$ cat src/rtl/core/gle_pkg.sv
// ----------------------------------------------------------------------------
// Graph Laplacian entry engine package
// Shared widths, function codes and controller/datapath command and status structs.
// ----------------------------------------------------------------------------
package gle_pkg;

   localparam int NodeCount  = 64;
   localparam int NodeWidth  = 6;
   localparam int SlotCount  = NodeCount * NodeCount;
   localparam int SlotWidth  = 2 * NodeWidth;
   localparam int WeightWidth = 16;
   localparam int DegWidth   = 22;
   localparam int ProdWidth  = 2 * DegWidth;
   localparam int RootWidth  = DegWidth;
   localparam int EntryWidth = 23;
   localparam int NumWidth   = WeightWidth + 16;
   localparam int QuotWidth  = NumWidth;

   typedef enum logic [1:0] {
      FUNC_LOAD  = 2'd0,
      FUNC_QUERY = 2'd1,
      FUNC_CLEAR = 2'd2,
      FUNC_NONE  = 2'd3
   } func_type;

   // Commands from the controller to the datapath.
   typedef struct packed {
      logic capture;     // latch the request fields
      logic rd_issue;    // read adjacency and degrees
      logic ld_write;    // write weight and update degree
      logic clr_write;   // clear one adjacency slot and degree
      logic mul_start;   // form the degree product
      logic sqrt_start;  // start the square root
      logic sqrt_step;   // one square-root iteration
      logic div_start;   // start the division
      logic div_step;    // one division iteration
      logic result_load; // compute and hold the result
   } gle_cmd_type;

   typedef struct packed {
      logic clr_done;
   } gle_sts_type;

endpackage

$ cat src/rtl/core/gle_controller.sv
// ----------------------------------------------------------------------------
// Graph Laplacian entry controller
// Sequences loads, clears and queries and owns both handshakes.
// ----------------------------------------------------------------------------
module gle_controller
   import gle_pkg::*;
(
   input  logic        clock,
   input  logic        reset,
   input  logic        req_tvalid,
   output logic        req_tready,
   input  logic [1:0]  req_func,
   output logic        rsp_tvalid,
   input  logic        rsp_tready,
   input  logic        mode,
   input  gle_sts_type sts,
   output gle_cmd_type cmd
);

   typedef enum logic [3:0] {
      S_IDLE, S_READ, S_LOAD, S_CLEAR, S_MUL, S_SQRT0, S_SQRT,
      S_DIV0, S_DIV, S_RES, S_OUT
   } state_type;

   state_type  state_ff, state_in;
   logic [5:0] cnt_ff, cnt_in;
   logic [1:0] func_ff, func_in;

   assign req_tready = (state_ff == S_IDLE);
   assign rsp_tvalid = (state_ff == S_OUT);

   always_comb begin
      state_in = state_ff;
      cnt_in   = cnt_ff;
      func_in  = func_ff;
      cmd      = '0;
      unique case (state_ff)
         S_IDLE: begin
            if (req_tvalid) begin
               cmd.capture = 1'b1;
               func_in = req_func;
               unique case (req_func)
                  FUNC_LOAD, FUNC_QUERY: state_in = S_READ;
                  FUNC_CLEAR:            state_in = S_CLEAR;
                  default:               state_in = S_IDLE;
               endcase
            end
         end
         S_READ: begin
            cmd.rd_issue = 1'b1;
            if (func_ff == FUNC_LOAD) state_in = S_LOAD;
            else if (mode)           state_in = S_MUL;
            else                     state_in = S_RES;
         end
         S_LOAD: begin
            cmd.ld_write = 1'b1;
            state_in = S_IDLE;
         end
         S_CLEAR: begin
            cmd.clr_write = 1'b1;
            if (sts.clr_done) state_in = S_IDLE;
         end
         S_MUL: begin
            cmd.mul_start = 1'b1;
            state_in = S_SQRT0;
         end
         S_SQRT0: begin
            cmd.sqrt_start = 1'b1;
            cnt_in = 6'd21;
            state_in = S_SQRT;
         end
         S_SQRT: begin
            cmd.sqrt_step = 1'b1;
            cnt_in = cnt_ff - 1'b1;
            if (cnt_ff == '0) state_in = S_DIV0;
         end
         S_DIV0: begin
            cmd.div_start = 1'b1;
            cnt_in = 6'(NumWidth - 1);
            state_in = S_DIV;
         end
         S_DIV: begin
            cmd.div_step = 1'b1;
            cnt_in = cnt_ff - 1'b1;
            if (cnt_ff == '0) state_in = S_RES;
         end
         S_RES: begin
            cmd.result_load = 1'b1;
            state_in = S_OUT;
         end
         S_OUT: begin
            if (rsp_tready) state_in = S_IDLE;
         end
         default: state_in = S_IDLE;
      endcase
   end

   always_ff @(posedge clock) begin
      if (reset) begin
         state_ff <= S_CLEAR;
         cnt_ff   <= '0;
         func_ff  <= FUNC_NONE;
      end else begin
         state_ff <= state_in;
         cnt_ff   <= cnt_in;
         func_ff  <= func_in;
      end
   end

endmodule

$ cat config.mk
export PLATFORM = sky130hd
export DESIGN_NAME = gle_controller
export DESIGN_NICKNAME = d
export VERILOG_FILES = /design/src/rtl/core/gle_pkg.sv /design/src/rtl/core/gle_controller.sv
export SDC_FILE = /design/constraint.sdc
export NUM_CORES = 1
export LEC_CHECK = 0
export BUFFER_PORTS_ARGS = -buffer_cell sky130_fd_sc_hd__buf_2
export CAP_MARGIN = 20
export CORE_MARGIN = 4
export CORE_UTILIZATION = 35
export DETAILED_ROUTE_END_ITERATION = 10
export MAX_ROUTING_LAYER = met4
export SLEW_MARGIN = 20
export SYNTH_ARGS = -nofsm -noshare
export SYNTH_HDL_FRONTEND = slang
export SYNTH_SLANG_ARGS = --single-unit
$ cat constraint.sdc
create_clock -name clock -period 1.55 [get_ports clock]
set_input_delay 0.155 -clock clock [delete_from_list [all_inputs] [get_ports clock]]
set_output_delay 0.155 -clock clock [all_outputs]
set_load 0.005 [all_outputs]
### Yosys cells after proc, flatten, opt, wreduce, memory -nomap -nowiden

Cells that the tools add are included.

* bits in registers: 12

* equal/unequal tests: 17
* add/subtract/negate cells: 1
* reductions and logical operators: 9
* muxes and demuxes: 21

Operators by type and width (count)
* 4-bit one-hot mux with 10 select lines: 1
* 4-bit two-way mux: 7
* 6-bit one-hot mux with 3 select lines: 1
* 4-bit by 3-bit equality test with 1-bit output (second input constant): 4
* 4-bit equality test (second input constant): 3
* 1-bit two-way mux: 11
* 4-bit by 2-bit equality test with 1-bit output (second input constant): 2
* 2-bit inequality test (second input constant): 4
* 6-bit logical NOT: 1
* 6-bit by 1-bit subtractor with 6-bit output (second input constant): 1
* 5-bit AND reduction: 1
* 4-bit by 1-bit equality test with 1-bit output (second input constant): 1
* 2-bit logical NOT: 2
* 4-bit logical NOT: 1
* 2-bit one-hot mux with 2 select lines: 1
* 2-bit OR reduction: 2
* 3-bit nonzero test: 1
* 2-bit by 1-bit equality test with 1-bit output (second input constant): 1
* 2-bit equality test (second input constant): 1
* 2-bit by 1-bit inequality test with 1-bit output (second input constant): 1
* 2-bit AND reduction: 1

### Depth between registers and ports, before layout

Gate-level depths: netlist of run 1.

* word-level depth: 5
* gate-level depth with buffers: 6

### Worst setup path after synthesis of run 1

OpenSTA, ideal clock, no wires.

* path type: reg2reg
* start point: reg state_ff[2]
* end point: reg cnt_ff[2]
* clock period less this slack: 1.623 ns
* cell stages (with the launch flop): 6
* path buffers: 1
* arrival time: 1.548 ns
* setup slack: -0.073 ns
* data required time: 1.476 ns
* path through: dfxtp_1 > or4b_1 > buf_2 > o21a_4 > or3_1 > a31oi_1

* cells in the longest elaborated chain, start to end: 3

RTL lines
* from (decl): line gle_controller.sv:25 `state_type state_ff, state_in;`
* from (signal assigned): line gle_controller.sv:104 `state_ff <= state_in;`
* 4-bit equality test or 4-bit by 3-bit equality test with 1-bit output (tied branches): line gle_controller.sv:37 `unique case (state_ff)`
* 2-bit OR reduction (no source line)
* 6-bit one-hot mux with 3 select lines or 3-bit nonzero test (tied branches)
* to (signal assigned): line gle_controller.sv:105 `cnt_ff <= cnt_in;`
* to (decl): line gle_controller.sv:26 `logic [5:0] cnt_ff, cnt_in;`

Parallel ways exist; a longest one is shown, timed or not.
A chain may end at the register's enable or synchronous reset.

### Final worst setup path of run 1

* start point: reg state_ff[0]
* end point: reg state_ff[0]

* cells in the longest elaborated chain, start to end: 3

RTL lines (line)
* 4-bit by 3-bit equality test with 1-bit output (tied with other cells): gle_controller.sv:37
* 2-bit inequality test (no source line) or 2-bit by 1-bit inequality test with 1-bit output (tied branches)
* 5-bit AND reduction (no source line)

Parallel ways exist; a longest one is shown, timed or not.

==> impl_metrics.yaml, run 1 <==
run_status:
  status: "finished, violations left"
  violations: "negative setup slack"
grt:
  antenna_found_initial: 0
  grt_pass1_vias: 843
  grt_overflow: 0
  grt_max_degree: 21
  grt_pass1_wl_um: 3691
  track_usage: 0.1484
clock_tree:
  cts_hold_buf: 0
  clockBufferDepth: 2
  cts.clk_slew.worst_paths_ns: 0.07
  h-tree-depth: 1
  cts.sinks: 12
  numCtsBuffers: 3
  cts_tree: "done"
  root_buffer: "clkbuf_4"
  clock_latency_ns: 0.27
critical_path:
  cp.arrival_ns: 1.74
  cp_top_family: "simple AND/OR/NAND/NOR gates"
  end_kind: "flop"
  max_stage_delay_ns: 0.56
  worst-path-buf-inv: 0
  worst_path_max_delay_cell: "or4b_4"
  crit_fanout: 5
  critPathKind: "flop to flop"
  crit_path_start_kind: "flop"
  path_cells: "or4b_4 -> a32oi_2 -> a211oi_2 -> a211o_1"
  crit_required_ns: 1.71
route:
  vias_per_cell: 5.476
  drt-initial-drc-count: 18
  ant_nets: 0
  drt_first_pass_iters: 4
  wire_per_inst_um: 14.03
  drt-total-wl_um: 2329
  vias: 909
  drcViolationCount: 0
timing:
  finalCriticalPeriod_ns: 1.583
  timing.final.crit_share: 1.021
  tightest_slew_ns: 0.3475
  relSlewSlack: 0.7623
  rsz0062_at_grt: "true"
  hold_viol: 0
  holdWs_ns: 0.1168
  drv_slew: 0
  timing.fmax_mhz: 631.8
  fin_skew_ns: 0.002760
  setup_viol: 3
  postLayoutSetupSlackWorst_ns: -0.03274
power:
  power_density_mw_per_mm2: 1700
  leakage_nw: 0.5067
  ir_drop_mv: 0.7880
floorplanning:
  core_sq_mm: 0.002233
  io-pin-count: 20
  die_h_um: 56.50
  placementRows: 17
  start_util: 0.3686
  dieArea_sq_mm: 0.003192
  fp.dieW_um: 56.50
synth:
  syn-num-nets: 119
  post_synth.cell_area_avg_sq_um: 7.553
  synth_cells: 109
  synth-seq-cells: 12
  synth.distinct_cells: 37
  synth_warnings: 0
  synthArstFlopShare: 0
  synth-edff-count: 0
  syn_area_sq_um: 823.3
  synth_ff_type: "dfxtp_1"
  yosysSeqAreaShare: 0.2918
final_layout:
  fin_cells: 166
  syn_to_final_growth_pct: 43.46
  final_cell_mix: "19 x buf_2, 13 x nor2_1, 9 x dfxtp_1, 9 x buf_4, 8 x inv_1"
  mostFrequentLayoutCell: "buf_2"
  nets: 150
  n_antenna_cell: 0
  utilization: 0.5289
  drive_gt1_frac: 0.3986
placed_design:
  place_inst: 157
  hpwl_um: 1635
  gp_congestion: 0.7961
  portBuffers: 19
min_path:
  min-delay-path-class: "primary input to flop"
run:
  max_cap_violations: 0
timing repair:
item,in CTS,in global routing
gates resized for setup,4,19
pin swaps,0,4
endpoints found under the setup margin,6,15
gates cloned,0,1
buffers inserted,0,5
area by class of cell:
class                   instances  area (sq um)
multi-input cells              81         601.8
fillers                       225          1052
well taps                      28         35.03
clock buffers                   3         22.52
flip-flops and latches         12         246.5
repair buffers                 33         241.5
inverters                       9         33.78
per-layer routing:
layer / GRT usage / share of wire / vias to the layer above
li1: - / - / 459
met1: 0.1791 / 0.44 / 419
met2: 0.2393 / 0.49 / 27
met3: 0.04368 / 0.057 / 4
met4: 0.04068 / 0.018 / 0
met5: - / 0 / -
cells by family after synthesis:
| logic type | count (synthesis) | synth area share |
|---|---|---|
| flip-flops | 12 | 0.2918 |
| adder cells (fa/ha/maj) | 2 | 0.03039 |
| AND/OR/NAND/NOR | 45 | 0.2964 |
| buffers and inverters | 16 | 0.07446 |
| XOR/XNOR | 1 | 0.01064 |
| AO/OA/AOI/OAI | 31 | 0.2705 |
| multiplexers | 2 | 0.02584 |
per-stage QoR:
stage | power [mW] | instance area [sq um] | setup slack (ns) | setup TNS (ns)
2_1_floorplan | 1.179 | 843.3 | -0.03805 | -0.06536
3_3_place_gp | 1.486 | 999.7 | -0.03319 | -0.04161
3_5_place_dp | 1.504 | 999.7 | -0.07881 | -0.1792
4_1_cts | 1.746 | 1049 | 0.005355 | 0
5_1_grt | 2.168 | 1181 | -0.07855 | -0.3329
6_report | 2.008 | 1181 | -0.03274 | -0.07298
power breakdown:
part | total, mW | internal (mW) | switching, mW | leakage [nW]
Combinational | 1.29 | 0.640 | 0.651 | 0.394
Clock | 0.196 | 0.0900 | 0.106 | 0.0138
Sequential | 0.522 | 0.418 | 0.103 | 0.0989
worst reg2reg max path: cells and delay by family, from the launching register on:
kind | cells | cell delay, ns
simple gates | 1 | 0.56
compound gates | 3 | 0.56
flops | 1 | 0.36
synth_stat cells (2+ instances only):
master    count  share of area
o21ai_0       6          0.036
clkbuf_1      6          0.027
nand2_1       6          0.027
a211o_1       3          0.032
a221oi_1      2          0.021
ha_1          2          0.030
and2_1        3          0.023
inv_1         9          0.041
a21oi_1       5          0.030
a31oi_1       3          0.023
nor2_1       13          0.059
or3_1         2          0.015
nand4b_1      2          0.021
a211oi_1      4          0.036
dfxtp_1      12           0.29
nor4_1        2          0.015
nand2b_1      3          0.023
nor3_1        7          0.043
final timing paths:
kind | from | endpoint | slack [ns] | cells after the start
hold reg to reg | cnt_ff[5] | cnt_ff[5] | 0.52 | 2
setup / recovery | state_ff[0] | state_ff[0] | -0.03 | 4
setup reg to reg | state_ff[0] | state_ff[0] | -0.03 | 4
hold / removal | req_func[0] | func_ff[0] | 0.12 | 2
sequential cells by signal, indices dropped and copies added, names as in the netlist:
register	cells
cnt_ff	6
func_ff	2
state_ff	4
(Power assumes the default switching activity.)
==> inputs of run 2 (changes only) <==
- CTS_CLUSTER_DIAMETER: default -> 50
- TNS_END_PERCENT: default -> 20
==> impl_metrics.yaml, run 2 (synthesized netlist as in run 1, its figures left out) <==
timing:
  fin_skew_ns: 0.001791
  hold_viol: 0
  tightest_slew_ns: 0.3424
  setup_viol: 2
  relSlewSlack: 0.7658
  timing.final.crit_share: 1.027
  timing.fmax_mhz: 628.4
  rsz0062_at_grt: "true"
  postLayoutSetupSlackWorst_ns: -0.04129
  drv_slew: 0
  finalCriticalPeriod_ns: 1.591
route:
  vias: 936
  ant_nets: 0
  vias_per_cell: 5.673
  drt-total-wl_um: 2309
  wire_per_inst_um: 13.99
  drcViolationCount: 0
  drt-initial-drc-count: 10
  drt_first_pass_iters: 4
power:
  power_density_mw_per_mm2: 1655
  leakage_nw: 0.4983
  ir_drop_mv: 1.005
  p_total_mw: 1.950
floorplanning:
  dieArea_sq_mm: 0.003192
  die_h_um: 56.50
  placementRows: 17
  io-pin-count: 20
  core_sq_mm: 0.002233
  start_util: 0.3686
  fp.dieW_um: 56.50
grt:
  grt_pass1_vias: 854
  track_usage: 0.1519
  grt_overflow: 0
  grt_pass1_wl_um: 3739
  grt_max_degree: 21
  antenna_found_initial: 0
critical_path:
  cp.arrival_ns: 1.44
  regToRegEndpoint: "cnt_ff[5]"
  crit_path_start_kind: "flop"
  crit_fanout: 4
  path_cells: "or4b_4 -> buf_6 -> inv_4 -> buf_6"
  ff2ff_path_depth: 6
  startpoint: "state_ff[1]"
  critPathKind: "flop to output pin"
  crit_required_ns: 1.39
  r2r-start: "state_ff[1]"
  max_stage_delay_ns: 0.55
  worst_path_max_delay_cell: "or4b_4"
  end_kind: "output pin"
  regToRegSetupSlack_ns: -0.01
  timing.critical_path.mode_cell: "buf_6"
placed_design:
  portBuffers: 19
  place_ws_ns: -0.04631
  hpwl_um: 1593
  gp_congestion: 0.8049
  place_inst: 160
final_layout:
  largest-register: "cnt_ff"
  largest_reg_flops: 6
  drive_gt1_frac: 0.4161
  utilization: 0.5277
  fin_cells: 165
  final_cell_mix: "18 x buf_2, 13 x nor2_1, 9 x dfxtp_1"
  nFillCells: 219
  syn_to_final_growth_pct: 43.16
  nets: 149
  reg_top3: "cnt_ff x6, state_ff x4, func_ff x2"
  n_antenna_cell: 0
  mostFrequentLayoutCell: "buf_2"
clock_tree:
  cts.sinks: 12
  root_buffer: "clkbuf_4"
  clockBufferDepth: 2
  cts_hold_buf: 0
  h-tree-depth: 1
  numCtsBuffers: 3
  cts.clk_slew.worst_paths_ns: 0.07
  clock_latency_ns: 0.27
  cts_tree: "done"
min_path:
  hold_end: "func_ff[1]"
  min-delay-path-class: "primary input to flop"
  hold_depth: 2
  min_from: "req_func[1]"
run:
  max_cap_violations: 0
run_status:
  status: "finished, violations left"
  violations: "negative setup slack"
==> run 2: routing by layer <==
metal  part of all wire  global-route usage
met5                  0                   -
met1               0.41              0.1713
met2               0.52              0.2508
met3              0.055             0.05057
met4             0.0082             0.05085
==> run 2: final cells by class <==
class,count,area (sq um),area share
Clock buffer,3,22.52,0.01911
Inverter,9,36.28,0.03079
Multi-Input combinational cell,81,614.3,0.5212
Sequential cell,12,244.0,0.2070
Tap cell,28,35.03,0.02972
Timing Repair Buffer,32,226.5,0.1921
==> run 2: where the power goes <==
part           internal (mW)  switching, mW
clock                 0.0899          0.101
combinational          0.584          0.665
sequential             0.414         0.0958
==> run 2: worst max-delay path by stage <==
stage | end | slack [ns] | cells after the start
floorplan | state_ff[0] | -0.04 | 5
global placement | state_ff[0] | -0.01 | 4
detailed placement | state_ff[0] | -0.05 | 4
CTS | cmd[1] | -0.06 | 4
global route | cmd[1] | -0.1 | 4
finish | cmd[1] | -0.04 | 4
==> run 2: worst max-delay path, delay by kind of cell, from the launching register on <==
| kind | cells | cell delay [ns] |
|---|---|---|
| buf+inv | 3 | 0.28 |
| flops | 1 | 0.34 |
| simple gates | 1 | 0.55 |
==> run 2: stage by stage <==
stage               instance area (sq um)  hold WS, ns  TNS (ns)
floorplan                           835.8       0.2465  -0.06265
CTS                                  1067       0.1128   -0.1221
finish                               1179       0.1244  -0.04864
global placement                     1015       0.3921  -0.01329
global route                         1179       0.1165   -0.5219
detailed placement                   1015       0.4024  -0.08295
==> run 2: what timing repair did <==
action | CTS | global route
pin swaps | 1 | 3
gates cloned | 0 | 0
resized for setup | 6 | 23
buffers inserted | 1 | 1
endpoints found under the setup margin | 8 | 16
==> inputs of run 3 (changes only) <==
- CELL_PAD_IN_SITES_DETAIL_PLACEMENT: default -> 1
- CELL_PAD_IN_SITES_GLOBAL_PLACEMENT: default -> 1
- CORE_MARGIN: 4 -> default
- CORE_UTILIZATION: 35 -> 33
- PLACE_DENSITY_LB_ADDON: default -> 0.1
==> impl_metrics.yaml, run 3 (synthesized netlist as in run 1, its figures left out) <==
run_status:
  status: "finished, violations left"
  violations: "negative setup slack"
clock_tree:
  root_buffer: "clkbuf_4"
  clockBufferDepth: 2
  cts.clk_slew.worst_paths_ns: 0.07
  cts_tree: "done"
  cts_hold_buf: 0
  h-tree-depth: 1
  clock_latency_ns: 0.27
  cts.sinks: 12
  numCtsBuffers: 3
placed_design:
  place_inst: 163
  gp_congestion: 0.7945
  portBuffers: 19
  placed_cell_area_sq_mm: 0.001037
  hpwl_um: 1884
grt:
  grt_pass1_vias: 910
  grt_overflow: 0
  antenna_found_initial: 0
  grt_max_degree: 21
  grt_pass1_wl_um: 4278
  track_usage: 0.2237
route:
  drcViolationCount: 0
  drt_first_pass_iters: 4
  drt-initial-drc-count: 14
  vias: 962
  drt-total-wl_um: 2715
  wire_per_inst_um: 15.97
  vias_per_cell: 5.659
  ant_nets: 0
timing:
  timing.final.crit_share: 1.125
  finalCriticalPeriod_ns: 1.744
  postLayoutSetupSlackWorst_ns: -0.1945
  hold_viol: 0
  relSlewSlack: 0.7877
  timing.fmax_mhz: 573.2
  holdWs_ns: 0.1351
  setup_viol: 10
  rsz0062_at_grt: "true"
  tightest_slew_ns: 0.3104
  drv_slew: 0
  fin_skew_ns: 0.005314
final_layout:
  largest_reg_flops: 6
  drive_gt1_frac: 0.4296
  largest-register: "cnt_ff"
  nFillCells: 287
  final_cell_mix: "18 x buf_2, 13 x nor2_1, 13 x buf_4"
  nets: 154
  reg_top3: "cnt_ff x6, state_ff x4, func_ff x2"
  syn_to_final_growth_pct: 45.14
  final_area_sq_mm: 0.001195
  fin_cells: 170
  mostFrequentLayoutCell: "buf_2"
  n_antenna_cell: 0
power:
  ir_drop_mv: 0.8273
  leakage_nw: 0.5149
  power_density_mw_per_mm2: 1642
  p_total_mw: 1.962
critical_path:
  crit_path_start_kind: "flop"
  crit_fanout: 5
  worst_path_max_delay_cell: "or4b_4"
  end_kind: "flop"
  path_cells: "or4b_4 -> buf_4 -> o21a_4 -> or3_4 -> a31oi_2"
  max_stage_delay_ns: 0.55
  critPathKind: "flop to flop"
  crit_required_ns: 1.74
  cp.arrival_ns: 1.93
floorplanning:
  die_h_um: 51.95
  dieArea_sq_mm: 0.002699
  fp.dieW_um: 51.95
  start_util: 0.3617
  io-pin-count: 20
  core_sq_mm: 0.002276
  placementRows: 17
min_path:
  min-delay-path-class: "primary input to flop"
run:
  max_cap_violations: 0
==> run 3: final cells by class <==
cell class                 count  area, sq um  share of cell area
multi-input combinational     81        603.1              0.5047
timing repair buffer          37        255.2              0.2136
sequential                    12        242.7              0.2031
inverter                       9        36.28             0.03037
tap                           28        35.03             0.02932
clock buffer                   3        22.52             0.01885
==> run 3: metal layers <==
metal	global-route usage	vias to the layer above	routed length, um
li1	-	463	-
met1	0.2837	465	1263
met2	0.3590	30	1302
met3	0.05556	4	113
met4	0.04505	0	36
met5	-	-	0
==> run 3: path summary, 6_finish.rpt <==
check,start,end,slack [ns],depth (start not counted)
setup / recovery,state_ff[0],cnt_ff[2],-0.19,5
hold / removal,req_func[0],func_ff[0],0.14,2
setup reg to reg,state_ff[0],cnt_ff[2],-0.19,5
hold reg to reg,cnt_ff[5],cnt_ff[5],0.51,2
==> run 3: timing repair <==
action                                  4_1_cts  5_1_grt
setup buffers                                 2        2
resized for setup                            15       13
endpoints found under the setup margin       12       17
pin swaps                                     3        6
==> run 3: through the flow <==
step / setup TNS [ns] / setup WS (ns) / util
6_report: -0.8142 / -0.1945 / 0.5250
4_1_cts: -0.4637 / -0.1134 / 0.4942
3_5_place_dp: -0.4387 / -0.09493 / 0.4557
3_3_place_gp: -0.07593 / -0.04096 / 0.4557
2_1_floorplan: -0.06265 / -0.03805 / -
5_1_grt: -1.391 / -0.2230 / 0.5250
==> run 3: power breakdown <==
| part | total, mW | internal, mW | switching, mW |
|---|---|---|---|
| clock network | 0.190 | 0.0899 | 0.100 |
| registers | 0.508 | 0.411 | 0.0965 |
| logic | 1.26 | 0.572 | 0.692 |
==> run 3: worst max-delay path, delay by kind of cell (launching register included) <==
family / cells / cell delay, ns
compound gates: 2 / 0.28
buf+inv: 1 / 0.17
flops: 1 / 0.32
simple gates: 2 / 0.88
